===== src/hdl/kiac_pkg.sv =====
`timescale 1ns / 1ps

package kiac_pkg;

  // Counter and register width; every timing register and tick counter uses it.
  localparam int TIMER_BITS = 16;
  localparam int SEQ_LEN    = 3;
  localparam int CFG_IDX_W  = 3;

  typedef logic [TIMER_BITS-1:0] tmr_t;

  // Internal operating mode, one-hot.
  typedef enum logic [3:0] {
    MODE_DISARMED = 4'b0001,
    MODE_EXIT     = 4'b0010,
    MODE_ARMED    = 4'b0100,
    MODE_ALARM    = 4'b1000
  } mode_t;

  // Encoded mode as seen on the result channel.
  localparam logic [1:0] MODE_CODE_DISARMED = 2'd0;
  localparam logic [1:0] MODE_CODE_EXIT     = 2'd1;
  localparam logic [1:0] MODE_CODE_ARMED    = 2'd2;
  localparam logic [1:0] MODE_CODE_ALARM    = 2'd3;

  localparam logic [1:0] REMOTE_ARM    = 2'd1;
  localparam logic [1:0] REMOTE_DISARM = 2'd2;

  localparam logic [1:0] KEY_ONE   = 2'd1;
  localparam logic [1:0] KEY_TWO   = 2'd2;
  localparam logic [1:0] KEY_THREE = 2'd3;

  localparam logic [CFG_IDX_W-1:0] CFG_EXIT_DELAY   = 3'd0;
  localparam logic [CFG_IDX_W-1:0] CFG_KEY_TIMEOUT  = 3'd1;
  localparam logic [CFG_IDX_W-1:0] CFG_BLINK_HALF   = 3'd2;
  localparam logic [CFG_IDX_W-1:0] CFG_SIREN_PERIOD = 3'd3;
  localparam logic [CFG_IDX_W-1:0] CFG_SIREN_BEEP   = 3'd4;
  localparam logic [CFG_IDX_W-1:0] CFG_SIREN_GAP    = 3'd5;

  localparam tmr_t RST_EXIT_DELAY   = 16'd10000;
  localparam tmr_t RST_KEY_TIMEOUT  = 16'd3000;
  localparam tmr_t RST_BLINK_HALF   = 16'd300;
  localparam tmr_t RST_SIREN_PERIOD = 16'd1600;
  localparam tmr_t RST_SIREN_BEEP   = 16'd300;
  localparam tmr_t RST_SIREN_GAP    = 16'd200;

  // Bits of the notice-sent flag register.
  localparam int FLG_DISARMED = 0;
  localparam int FLG_ARMED    = 1;
  localparam int FLG_ALARM    = 2;
  localparam int FLG_RESTORED = 3;

  typedef struct packed {
    tmr_t exit_delay;
    tmr_t key_timeout;
    tmr_t blink_half;
    tmr_t siren_period;
    tmr_t siren_beep;
    tmr_t siren_gap;
  } kiac_cfg_t;

  typedef struct packed {
    mode_t      mode;
    logic [2:0] prev_buttons;
    logic [3:0] key_buf;
    logic [1:0] key_count;
    tmr_t       key_gap;
    tmr_t       exit_count;
    tmr_t       blink_count;
    logic       blink_level;
    tmr_t       siren_phase;
    logic       siren_running;
    logic       buzzer;
    logic [3:0] flags;
  } kiac_state_t;

  typedef struct packed {
    logic [1:0] mode;
    logic       red_led;
    logic       green_led;
    logic       buzzer;
    logic       notice_disarmed;
    logic       notice_armed;
    logic       notice_alarm;
    logic       notice_restored;
  } kiac_result_t;

endpackage


===== src/hdl/kiac_step.sv =====
`timescale 1ns / 1ps

// Next-state and result logic for one millisecond tick.
module kiac_step (
  input  kiac_pkg::kiac_state_t  state,
  input  kiac_pkg::kiac_cfg_t    cfg,
  input  logic [2:0]             buttons,
  input  logic                   motion,
  input  logic [1:0]             remote,
  output kiac_pkg::kiac_state_t  state_nxt,
  output kiac_pkg::kiac_result_t result
);
  import kiac_pkg::*;

  function automatic tmr_t sat_inc(tmr_t v);
    return (v == '1) ? v : tmr_t'(v + 1'b1);
  endfunction

  function automatic kiac_state_t buzzer_off(kiac_state_t s);
    s.siren_running = 1'b0;
    s.siren_phase   = '0;
    s.buzzer        = 1'b0;
    return s;
  endfunction

  function automatic kiac_state_t enter_mode(kiac_state_t s, mode_t m);
    s.mode = m;
    case (m)
      MODE_DISARMED: begin
        s       = buzzer_off(s);
        s.flags = '0;
      end
      MODE_EXIT: begin
        s                  = buzzer_off(s);
        s.exit_count       = '0;
        s.blink_count      = '0;
        s.blink_level      = 1'b1;
        s.flags[FLG_ARMED] = 1'b0;
      end
      MODE_ARMED: begin
        s                     = buzzer_off(s);
        s.flags[FLG_ALARM]    = 1'b0;
        s.flags[FLG_RESTORED] = 1'b0;
        s.flags[FLG_DISARMED] = 1'b0;
      end
      MODE_ALARM: begin
      end
      default: begin
      end
    endcase
    return s;
  endfunction

  // One key press; a finished three-key sequence is matched and cleared.
  function automatic kiac_state_t press(kiac_state_t s, logic [1:0] key, tmr_t timeout);
    if (s.key_count != 2'd0 && s.key_gap > timeout) begin
      s.key_count = 2'd0;
    end
    if (s.key_count == 2'd0) begin
      s.key_buf = {2'b00, key};
    end else if (s.key_count == 2'd1) begin
      s.key_buf = {key, s.key_buf[1:0]};
    end
    s.key_count = s.key_count + 2'd1;
    s.key_gap   = '0;
    if (s.key_count == 2'(SEQ_LEN)) begin
      if (s.key_buf[1:0] == KEY_ONE && s.key_buf[3:2] == KEY_TWO && key == KEY_THREE &&
          s.mode == MODE_DISARMED) begin
        s = enter_mode(s, MODE_EXIT);
      end
      if (s.key_buf[1:0] == KEY_THREE && s.key_buf[3:2] == KEY_TWO && key == KEY_ONE) begin
        s = enter_mode(s, MODE_DISARMED);
      end
      s.key_count = 2'd0;
    end
    return s;
  endfunction

  logic [TIMER_BITS:0]   beep_gap;
  logic [TIMER_BITS+1:0] beep2_gap;

  assign beep_gap  = {1'b0, cfg.siren_beep} + {1'b0, cfg.siren_gap};
  assign beep2_gap = {1'b0, beep_gap} + {2'b00, cfg.siren_beep};

  always_comb begin
    kiac_state_t s;
    logic        nd, na, nal, nr;
    s   = state;
    nd  = 1'b0;
    na  = 1'b0;
    nal = 1'b0;
    nr  = 1'b0;

    if (s.key_count != 2'd0) begin
      s.key_gap = sat_inc(s.key_gap);
    end
    if (s.mode == MODE_EXIT) begin
      s.exit_count  = sat_inc(s.exit_count);
      s.blink_count = sat_inc(s.blink_count);
    end

    // falling edges, in button order
    for (int k = 0; k < 3; k++) begin
      if (state.prev_buttons[k] && !buttons[k]) begin
        s = press(s, 2'(k + 1), cfg.key_timeout);
      end
    end
    s.prev_buttons = buttons;

    if (remote == REMOTE_ARM) begin
      if (s.mode == MODE_DISARMED) begin
        s = enter_mode(s, MODE_EXIT);
      end
    end else if (remote == REMOTE_DISARM) begin
      s = enter_mode(s, MODE_DISARMED);
    end

    if (s.mode == MODE_DISARMED && !s.flags[FLG_DISARMED]) begin
      nd                    = 1'b1;
      s.flags[FLG_DISARMED] = 1'b1;
    end

    if (s.mode == MODE_EXIT) begin
      if (s.blink_count >= cfg.blink_half) begin
        s.blink_count = '0;
        s.blink_level = ~s.blink_level;
      end
      if (s.exit_count >= cfg.exit_delay) begin
        s = enter_mode(s, MODE_ARMED);
      end
    end

    if (s.mode == MODE_ARMED && !s.flags[FLG_ARMED]) begin
      na                 = 1'b1;
      s.flags[FLG_ARMED] = 1'b1;
    end

    if (s.mode == MODE_ARMED && motion) begin
      s = enter_mode(s, MODE_ALARM);
    end

    if (s.mode == MODE_ALARM) begin
      if (motion) begin
        if (!s.siren_running) begin
          s.siren_running = 1'b1;
          s.siren_phase   = '0;
        end else begin
          s.siren_phase = sat_inc(s.siren_phase);
        end
        if (s.siren_phase >= cfg.siren_period) begin
          s.siren_phase = '0;
        end
        s.buzzer = (s.siren_phase < cfg.siren_beep) ||
                   ({1'b0, s.siren_phase} >= beep_gap &&
                    {2'b00, s.siren_phase} < beep2_gap);
        if (!s.flags[FLG_ALARM]) begin
          nal                   = 1'b1;
          s.flags[FLG_ALARM]    = 1'b1;
          s.flags[FLG_RESTORED] = 1'b0;
        end
      end else begin
        s = buzzer_off(s);
        if (!s.flags[FLG_RESTORED]) begin
          nr                    = 1'b1;
          s.flags[FLG_RESTORED] = 1'b1;
        end
        s = enter_mode(s, MODE_ARMED);
      end
    end

    state_nxt = s;

    case (s.mode)
      MODE_DISARMED: result.mode = MODE_CODE_DISARMED;
      MODE_EXIT:     result.mode = MODE_CODE_EXIT;
      MODE_ARMED:    result.mode = MODE_CODE_ARMED;
      MODE_ALARM:    result.mode = MODE_CODE_ALARM;
      default:       result.mode = MODE_CODE_DISARMED;
    endcase
    result.red_led         = (s.mode == MODE_EXIT) ? s.blink_level :
                             (s.mode == MODE_ARMED || s.mode == MODE_ALARM);
    result.green_led       = (s.mode == MODE_DISARMED);
    result.buzzer          = s.buzzer;
    result.notice_disarmed = nd;
    result.notice_armed    = na;
    result.notice_alarm    = nal;
    result.notice_restored = nr;
  end

endmodule


===== src/hdl/keypad_intruder_alarm_controller_core.sv =====
`timescale 1ns / 1ps

// Keypad intruder alarm controller. Each input transaction is one millisecond
// tick carrying the three active-low button levels, the motion level and an
// authenticated remote command; each tick produces exactly one result
// transaction with the mode, LED and buzzer drive and one-shot notice flags.
// Key sequence 1-2-3 arms through an exit countdown, 3-2-1 disarms; motion
// while armed raises an alarm with a two-beep siren. Throughput is one tick
// per clock while in_stall is low: the whole tick update is a single pass of
// logic from the state registers to the next state and a result register.
// A two-entry result buffer (output register plus skid register, the skid
// entry filled while the output holds a result not taken) lets a new tick
// be accepted while a result waits; in_stall rises only when both are full.
// Configuration registers (index 0..5: exit delay, key timeout, blink half
// period, siren period, beep length, beep gap) are always ready and should
// be written only while no tick is in flight; other indexes are ignored.
module keypad_intruder_alarm_controller_core (
  input  logic                           clk,
  input  logic                           rst_n,
  // tick input channel
  input  logic                           in_valid,
  output logic                           in_stall,
  input  logic                           in_button_one_level,
  input  logic                           in_button_two_level,
  input  logic                           in_button_three_level,
  input  logic                           in_motion_level,
  input  logic [1:0]                     in_remote_command,
  // result channel
  output logic                           out_valid,
  input  logic                           out_stall,
  output logic [1:0]                     out_mode,
  output logic                           out_red_led,
  output logic                           out_green_led,
  output logic                           out_buzzer,
  output logic                           out_notice_disarmed,
  output logic                           out_notice_armed,
  output logic                           out_notice_alarm,
  output logic                           out_notice_restored,
  // configuration write channel
  input  logic                           cfg_valid,
  output logic                           cfg_ready,
  input  logic [kiac_pkg::CFG_IDX_W-1:0] cfg_index,
  input  logic [kiac_pkg::TIMER_BITS-1:0] cfg_data
);
  import kiac_pkg::*;

  kiac_cfg_t    cfg_r;
  kiac_state_t  state_r;
  kiac_state_t  state_nxt;
  kiac_result_t result;

  // result buffer
  kiac_result_t out_r;
  kiac_result_t skid_r;
  logic         out_valid_r;
  logic         skid_valid_r;

  logic in_acc;
  logic out_take;

  assign cfg_ready = 1'b1;
  assign in_stall  = skid_valid_r;
  assign in_acc    = in_valid && !skid_valid_r;
  assign out_take  = out_valid_r && !out_stall;

  kiac_step u_step (
    .state     (state_r),
    .cfg       (cfg_r),
    .buttons   ({in_button_three_level, in_button_two_level, in_button_one_level}),
    .motion    (in_motion_level),
    .remote    (in_remote_command),
    .state_nxt (state_nxt),
    .result    (result)
  );

  // Configuration registers
  always_ff @(posedge clk) begin
    if (!rst_n) begin
      cfg_r.exit_delay   <= RST_EXIT_DELAY;
      cfg_r.key_timeout  <= RST_KEY_TIMEOUT;
      cfg_r.blink_half   <= RST_BLINK_HALF;
      cfg_r.siren_period <= RST_SIREN_PERIOD;
      cfg_r.siren_beep   <= RST_SIREN_BEEP;
      cfg_r.siren_gap    <= RST_SIREN_GAP;
    end else if (cfg_valid && cfg_ready) begin
      case (cfg_index)
        CFG_EXIT_DELAY:   cfg_r.exit_delay   <= cfg_data;
        CFG_KEY_TIMEOUT:  cfg_r.key_timeout  <= cfg_data;
        CFG_BLINK_HALF:   cfg_r.blink_half   <= cfg_data;
        CFG_SIREN_PERIOD: cfg_r.siren_period <= cfg_data;
        CFG_SIREN_BEEP:   cfg_r.siren_beep   <= cfg_data;
        CFG_SIREN_GAP:    cfg_r.siren_gap    <= cfg_data;
        default: begin
        end
      endcase
    end
  end

  // Controller state advances once per accepted tick.
  always_ff @(posedge clk) begin
    if (!rst_n) begin
      state_r.mode          <= MODE_DISARMED;
      state_r.prev_buttons  <= 3'b111;
      state_r.key_buf       <= '0;
      state_r.key_count     <= '0;
      state_r.key_gap       <= '0;
      state_r.exit_count    <= '0;
      state_r.blink_count   <= '0;
      state_r.blink_level   <= 1'b0;
      state_r.siren_phase   <= '0;
      state_r.siren_running <= 1'b0;
      state_r.buzzer        <= 1'b0;
      state_r.flags         <= '0;
    end else if (in_acc) begin
      state_r <= state_nxt;
    end
  end

  // Result buffer control: the skid entry fills only when the output
  // register holds a result that is not taken this cycle.
  always_ff @(posedge clk) begin
    if (!rst_n) begin
      out_valid_r  <= 1'b0;
      skid_valid_r <= 1'b0;
    end else begin
      if (!out_valid_r || out_take) begin
        if (skid_valid_r) begin
          out_valid_r  <= 1'b1;
          skid_valid_r <= 1'b0;
        end else begin
          out_valid_r <= in_acc;
        end
      end else if (in_acc) begin
        skid_valid_r <= 1'b1;
      end
    end
  end

  // Result payload, no reset needed
  always_ff @(posedge clk) begin
    if (!out_valid_r || out_take) begin
      if (skid_valid_r) begin
        out_r <= skid_r;
      end else if (in_acc) begin
        out_r <= result;
      end
    end else if (in_acc) begin
      skid_r <= result;
    end
  end

  assign out_valid           = out_valid_r;
  assign out_mode            = out_r.mode;
  assign out_red_led         = out_r.red_led;
  assign out_green_led       = out_r.green_led;
  assign out_buzzer          = out_r.buzzer;
  assign out_notice_disarmed = out_r.notice_disarmed;
  assign out_notice_armed    = out_r.notice_armed;
  assign out_notice_alarm    = out_r.notice_alarm;
  assign out_notice_restored = out_r.notice_restored;

endmodule

===== config.mk =====
export PLATFORM = sky130hd
export DESIGN_NAME = keypad_intruder_alarm_controller_core
export DESIGN_NICKNAME = d
export VERILOG_FILES = /design/src/hdl/kiac_pkg.sv /design/src/hdl/kiac_step.sv /design/src/hdl/keypad_intruder_alarm_controller_core.sv
export SDC_FILE = /design/constraint.sdc
export NUM_CORES = 1
export LEC_CHECK = 0
export BUFFER_PORTS_ARGS = -buffer_cell sky130_fd_sc_hd__buf_2
export CORE_AREA = 2 2 155 218
export CTS_CLUSTER_DIAMETER = 60
export DETAILED_ROUTE_END_ITERATION = 6
export DIE_AREA = 0 0 157 220
export GPL_TIMING_DRIVEN = 0
export PLACE_DENSITY_LB_ADDON = 0.05
export SLEW_MARGIN = 40
export SYNTH_ARGS = -nofsm -noshare
export SYNTH_HDL_FRONTEND = slang
export SYNTH_SLANG_ARGS = --single-unit

===== constraint.sdc =====
create_clock -name clk -period 15.8 [get_ports clk]
set_clock_uncertainty 0.15 [all_clocks]
set_input_delay 1.58 -clock clk [delete_from_list [all_inputs] [get_ports clk]]
set_output_delay 1.58 -clock clk [all_outputs]
set_load 0.005 [all_outputs]

==> results.md <==
- Largest net degree at the start of global routing: 19
- CTS Sinks: 200
- Met2 wire len: 24770 um
- Sw power: 0.3589 mW
- Total power: 1.163 mW
- Switching share of total power: 0.3087
- VDD IR max: 66.10 uV
- Static leakage: 6.758 nW
- Post-Synthesis Mean Instance Area: 7.665 um^2
- Setup tns final: 0 ns
- Routed vias/inst: 5.716
- Final Core Density: 0.4911
- Total GRT Usage: 0.2779
- Final Worst Setup Slack: 0.8223 ns
- Post-synthesis sequential area ratio: 0.2878
- Crit Path Max Fanout: 10
- Post-synthesis register bit count: 200
- Num CTS Buffers: 17
- Power per cell area: 72.36 mW/mm^2
- Int Power: 0.8037 mW
- Vias after detailed routing: 13830
- Crit end category: flop
- Worst R2R Path Depth: 64
- Crit share post-route: 0.9480
- Most numerous cell in the Yosys netlist: nand2_1
- Root Driver: clkbuf_16
- Met3 WL: 1822 um
- Number of synthesized flops with an enable pin: 18
- Post-DP HPWL: 36980 um
- Buffers on Ports: 39
- WS Path Type: reg -> reg
- Clock Path Buffers: 2
- Die H: 220 um
- DIE WIDTH: 157 um
- M1 wire length: 19000 um
- Uppermost routed layer: met4
- Initial antenna violation count: 0
- Final wirelength: 47630 um
- Arrival @ worst endpoint: 15.11 ns
- Grt ovf: 0
- Gate power share: 0.159
- Number of global-route vias before repair: 13000
- H-tree Lvls: 4
- # rows: 79
- Min Hold Slack: 0.3058 ns
- Status: finished clean
- Max cap viols: 0
- CTS tree: done
- Cell count after synthesis: 1897
- Startpoint types: flop
- Netlist Area Pre-Place: 0.01454 mm^2
- Mapped Nets: 2106
- Post-synthesis cell type count: 84
- Crit-path slowest cell: or4_4
- Clock power share: 0.384
- Slew Viols, Final: 0
- Worst slew pin tran: 0.8093 ns
- Core area: 0.03272 mm^2
- Reg2reg start: state_r[60]
- Pre-CTS setup slack: -1.431 ns
- RSZ-0062 raised after global routing: false
- Final hold viol count: 0
- Initial cell density of the core: 0.4444
- Slew Limit Headroom: 0.4585
- Asr flop ratio synth: 0
- Synth top area share: 0.2506
- Layout cell share with drive strength beyond 1: 0.07143
- Most frequent cells after synthesis: nand2_1 (326), a21oi_1 (188), dfxtp_1 (182)
- Filler Cell Count: 3382
- Hold Path Depth: 2
- Clock transition at path regs: 0.08 ns
- Antenna diodes: 0
- Synth top area cells: dfxtp_1 (25%), ha_1 (15%), nand2_1 (8.4%)
- Drt initial violations: 975
- Final nets: 2170
- # DRC: 0
- Fmax: 66.77 MHz
- Synth area leader: dfxtp_1
- R2r setup slk: 0.82 ns
- Drt pass-1 iters: 6
- # setup viols final: 0
- Synthesis-to-finish area growth: 10.50%
- Routed length per instance: 19.69 um
- Most used cell along the critical path: ha_1
- Hold Crit Class: reg -> reg
- First-pass GRT wire length: 72970 um
- Routability cong.: 0.9061
- HP Start: state_r[3]
- Yosys warning count: 0
- Crit path largest cell delay: 0.61 ns
- Die area: 0.03454 mm^2
- # IOs: 42
- Final ANT Viol Nets: 0
- Critical Path RT: 15.93 ns
- Setup crit start: state_r[60]
- Clock network latency to the later pin of the worst-skew pair: 0.47 ns
- Ys flop type: dfxtp_1
- Minimum clock period: 14.98 ns
- Reg power frac: 0.457
==> per-stage QoR <==
stage	std cells	area, um^2
CTS	2417	15950
global placement	2381	15290
detailed placement	2381	15310
global route	2419	16070
floorplan	1897	14540
finish	2419	16070
==> sequential cells by signal (all words and copies together) (netlist names), 2 cells and up <==
register,flops
cfg_r,96
out_mode,2
skid_r,9
state_r,84
==> what timing repair did <==
| item | in CTS | in global routing |
|---|---|---|
| setup buffers | 4 | 2 |
| resized for setup | 9 | 24 |
| setup endpoints to repair | 3 | 3 |
| endpoints found under the hold margin | 0 | 0 |
| hold buffers | 0 | 0 |
| pin swaps | 3 | 1 |
==> cell families after synthesis <==
group                      Yosys count  synth area share
and+or+nand+nor                    744            0.2337
AOI/OAI and AO/OA                  468            0.2102
buffers and inverters              215           0.05714
DFF                                200            0.2878
adders and majority gates          179            0.1545
xor gates and xnor gates            73           0.04397
muxes                               17           0.01239
other                                1         0.0002579
==> critical path, delay by kind of cell, from the launching register on <==
kind	cells	cell delay (ns)
mux	1	0.30
buf+inv	5	1.14
flops	1	0.42
compound gates	31	6.47
fa+ha+maj	5	1.46
simple gates	22	4.81
==> final cells by class <==
class	count	area, um^2	area share
multi-input cells	1482	9669	0.6018
flip-flops and latches	200	4185	0.2605
well taps	445	556.8	0.03465
inverters	139	521.8	0.03247
clock buffers	18	429.2	0.02671
plain buffers	75	311.5	0.01939
repair buffers	46	251.5	0.01565
clock inverters	14	141.4	0.008800
==> power by group through the flow <==
stage          Combinational (mW)  Sequential [mW]  Clock [mW]
2_1_floorplan               0.115            0.541           0
4_1_cts                     0.183            0.531       0.451
3_5_place_dp                0.179            0.543           0
5_1_grt                     0.203            0.533       0.466
6_report                    0.185            0.532       0.446
3_3_place_gp                0.177            0.543           0
==> final timing paths <==
path,endpoint
max,out_buzzer
min reg2reg,state_r[3]
min,state_r[3]
max reg2reg,out_buzzer
==> placed cells by master (no fill, tap or decap), types with 40 or more instances in the layout <==
cell type	instances
nand2_1	325
a21oi_1	186
dfxtp_1	181
ha_1	178
nor2_1	161
inv_1	137
clkbuf_1	63
nand3_1	60
o21ai_0	59
o211ai_1	40
buf_2	40
==> routing by layer <==
layer  GRT usage  vias up
li1            -     6820
met1      0.3182     6551
met2      0.5151      352
met3     0.03147      105
met4      0.1211        0
met5           0        -
Note: power is estimated with default switching activity, not from simulation.
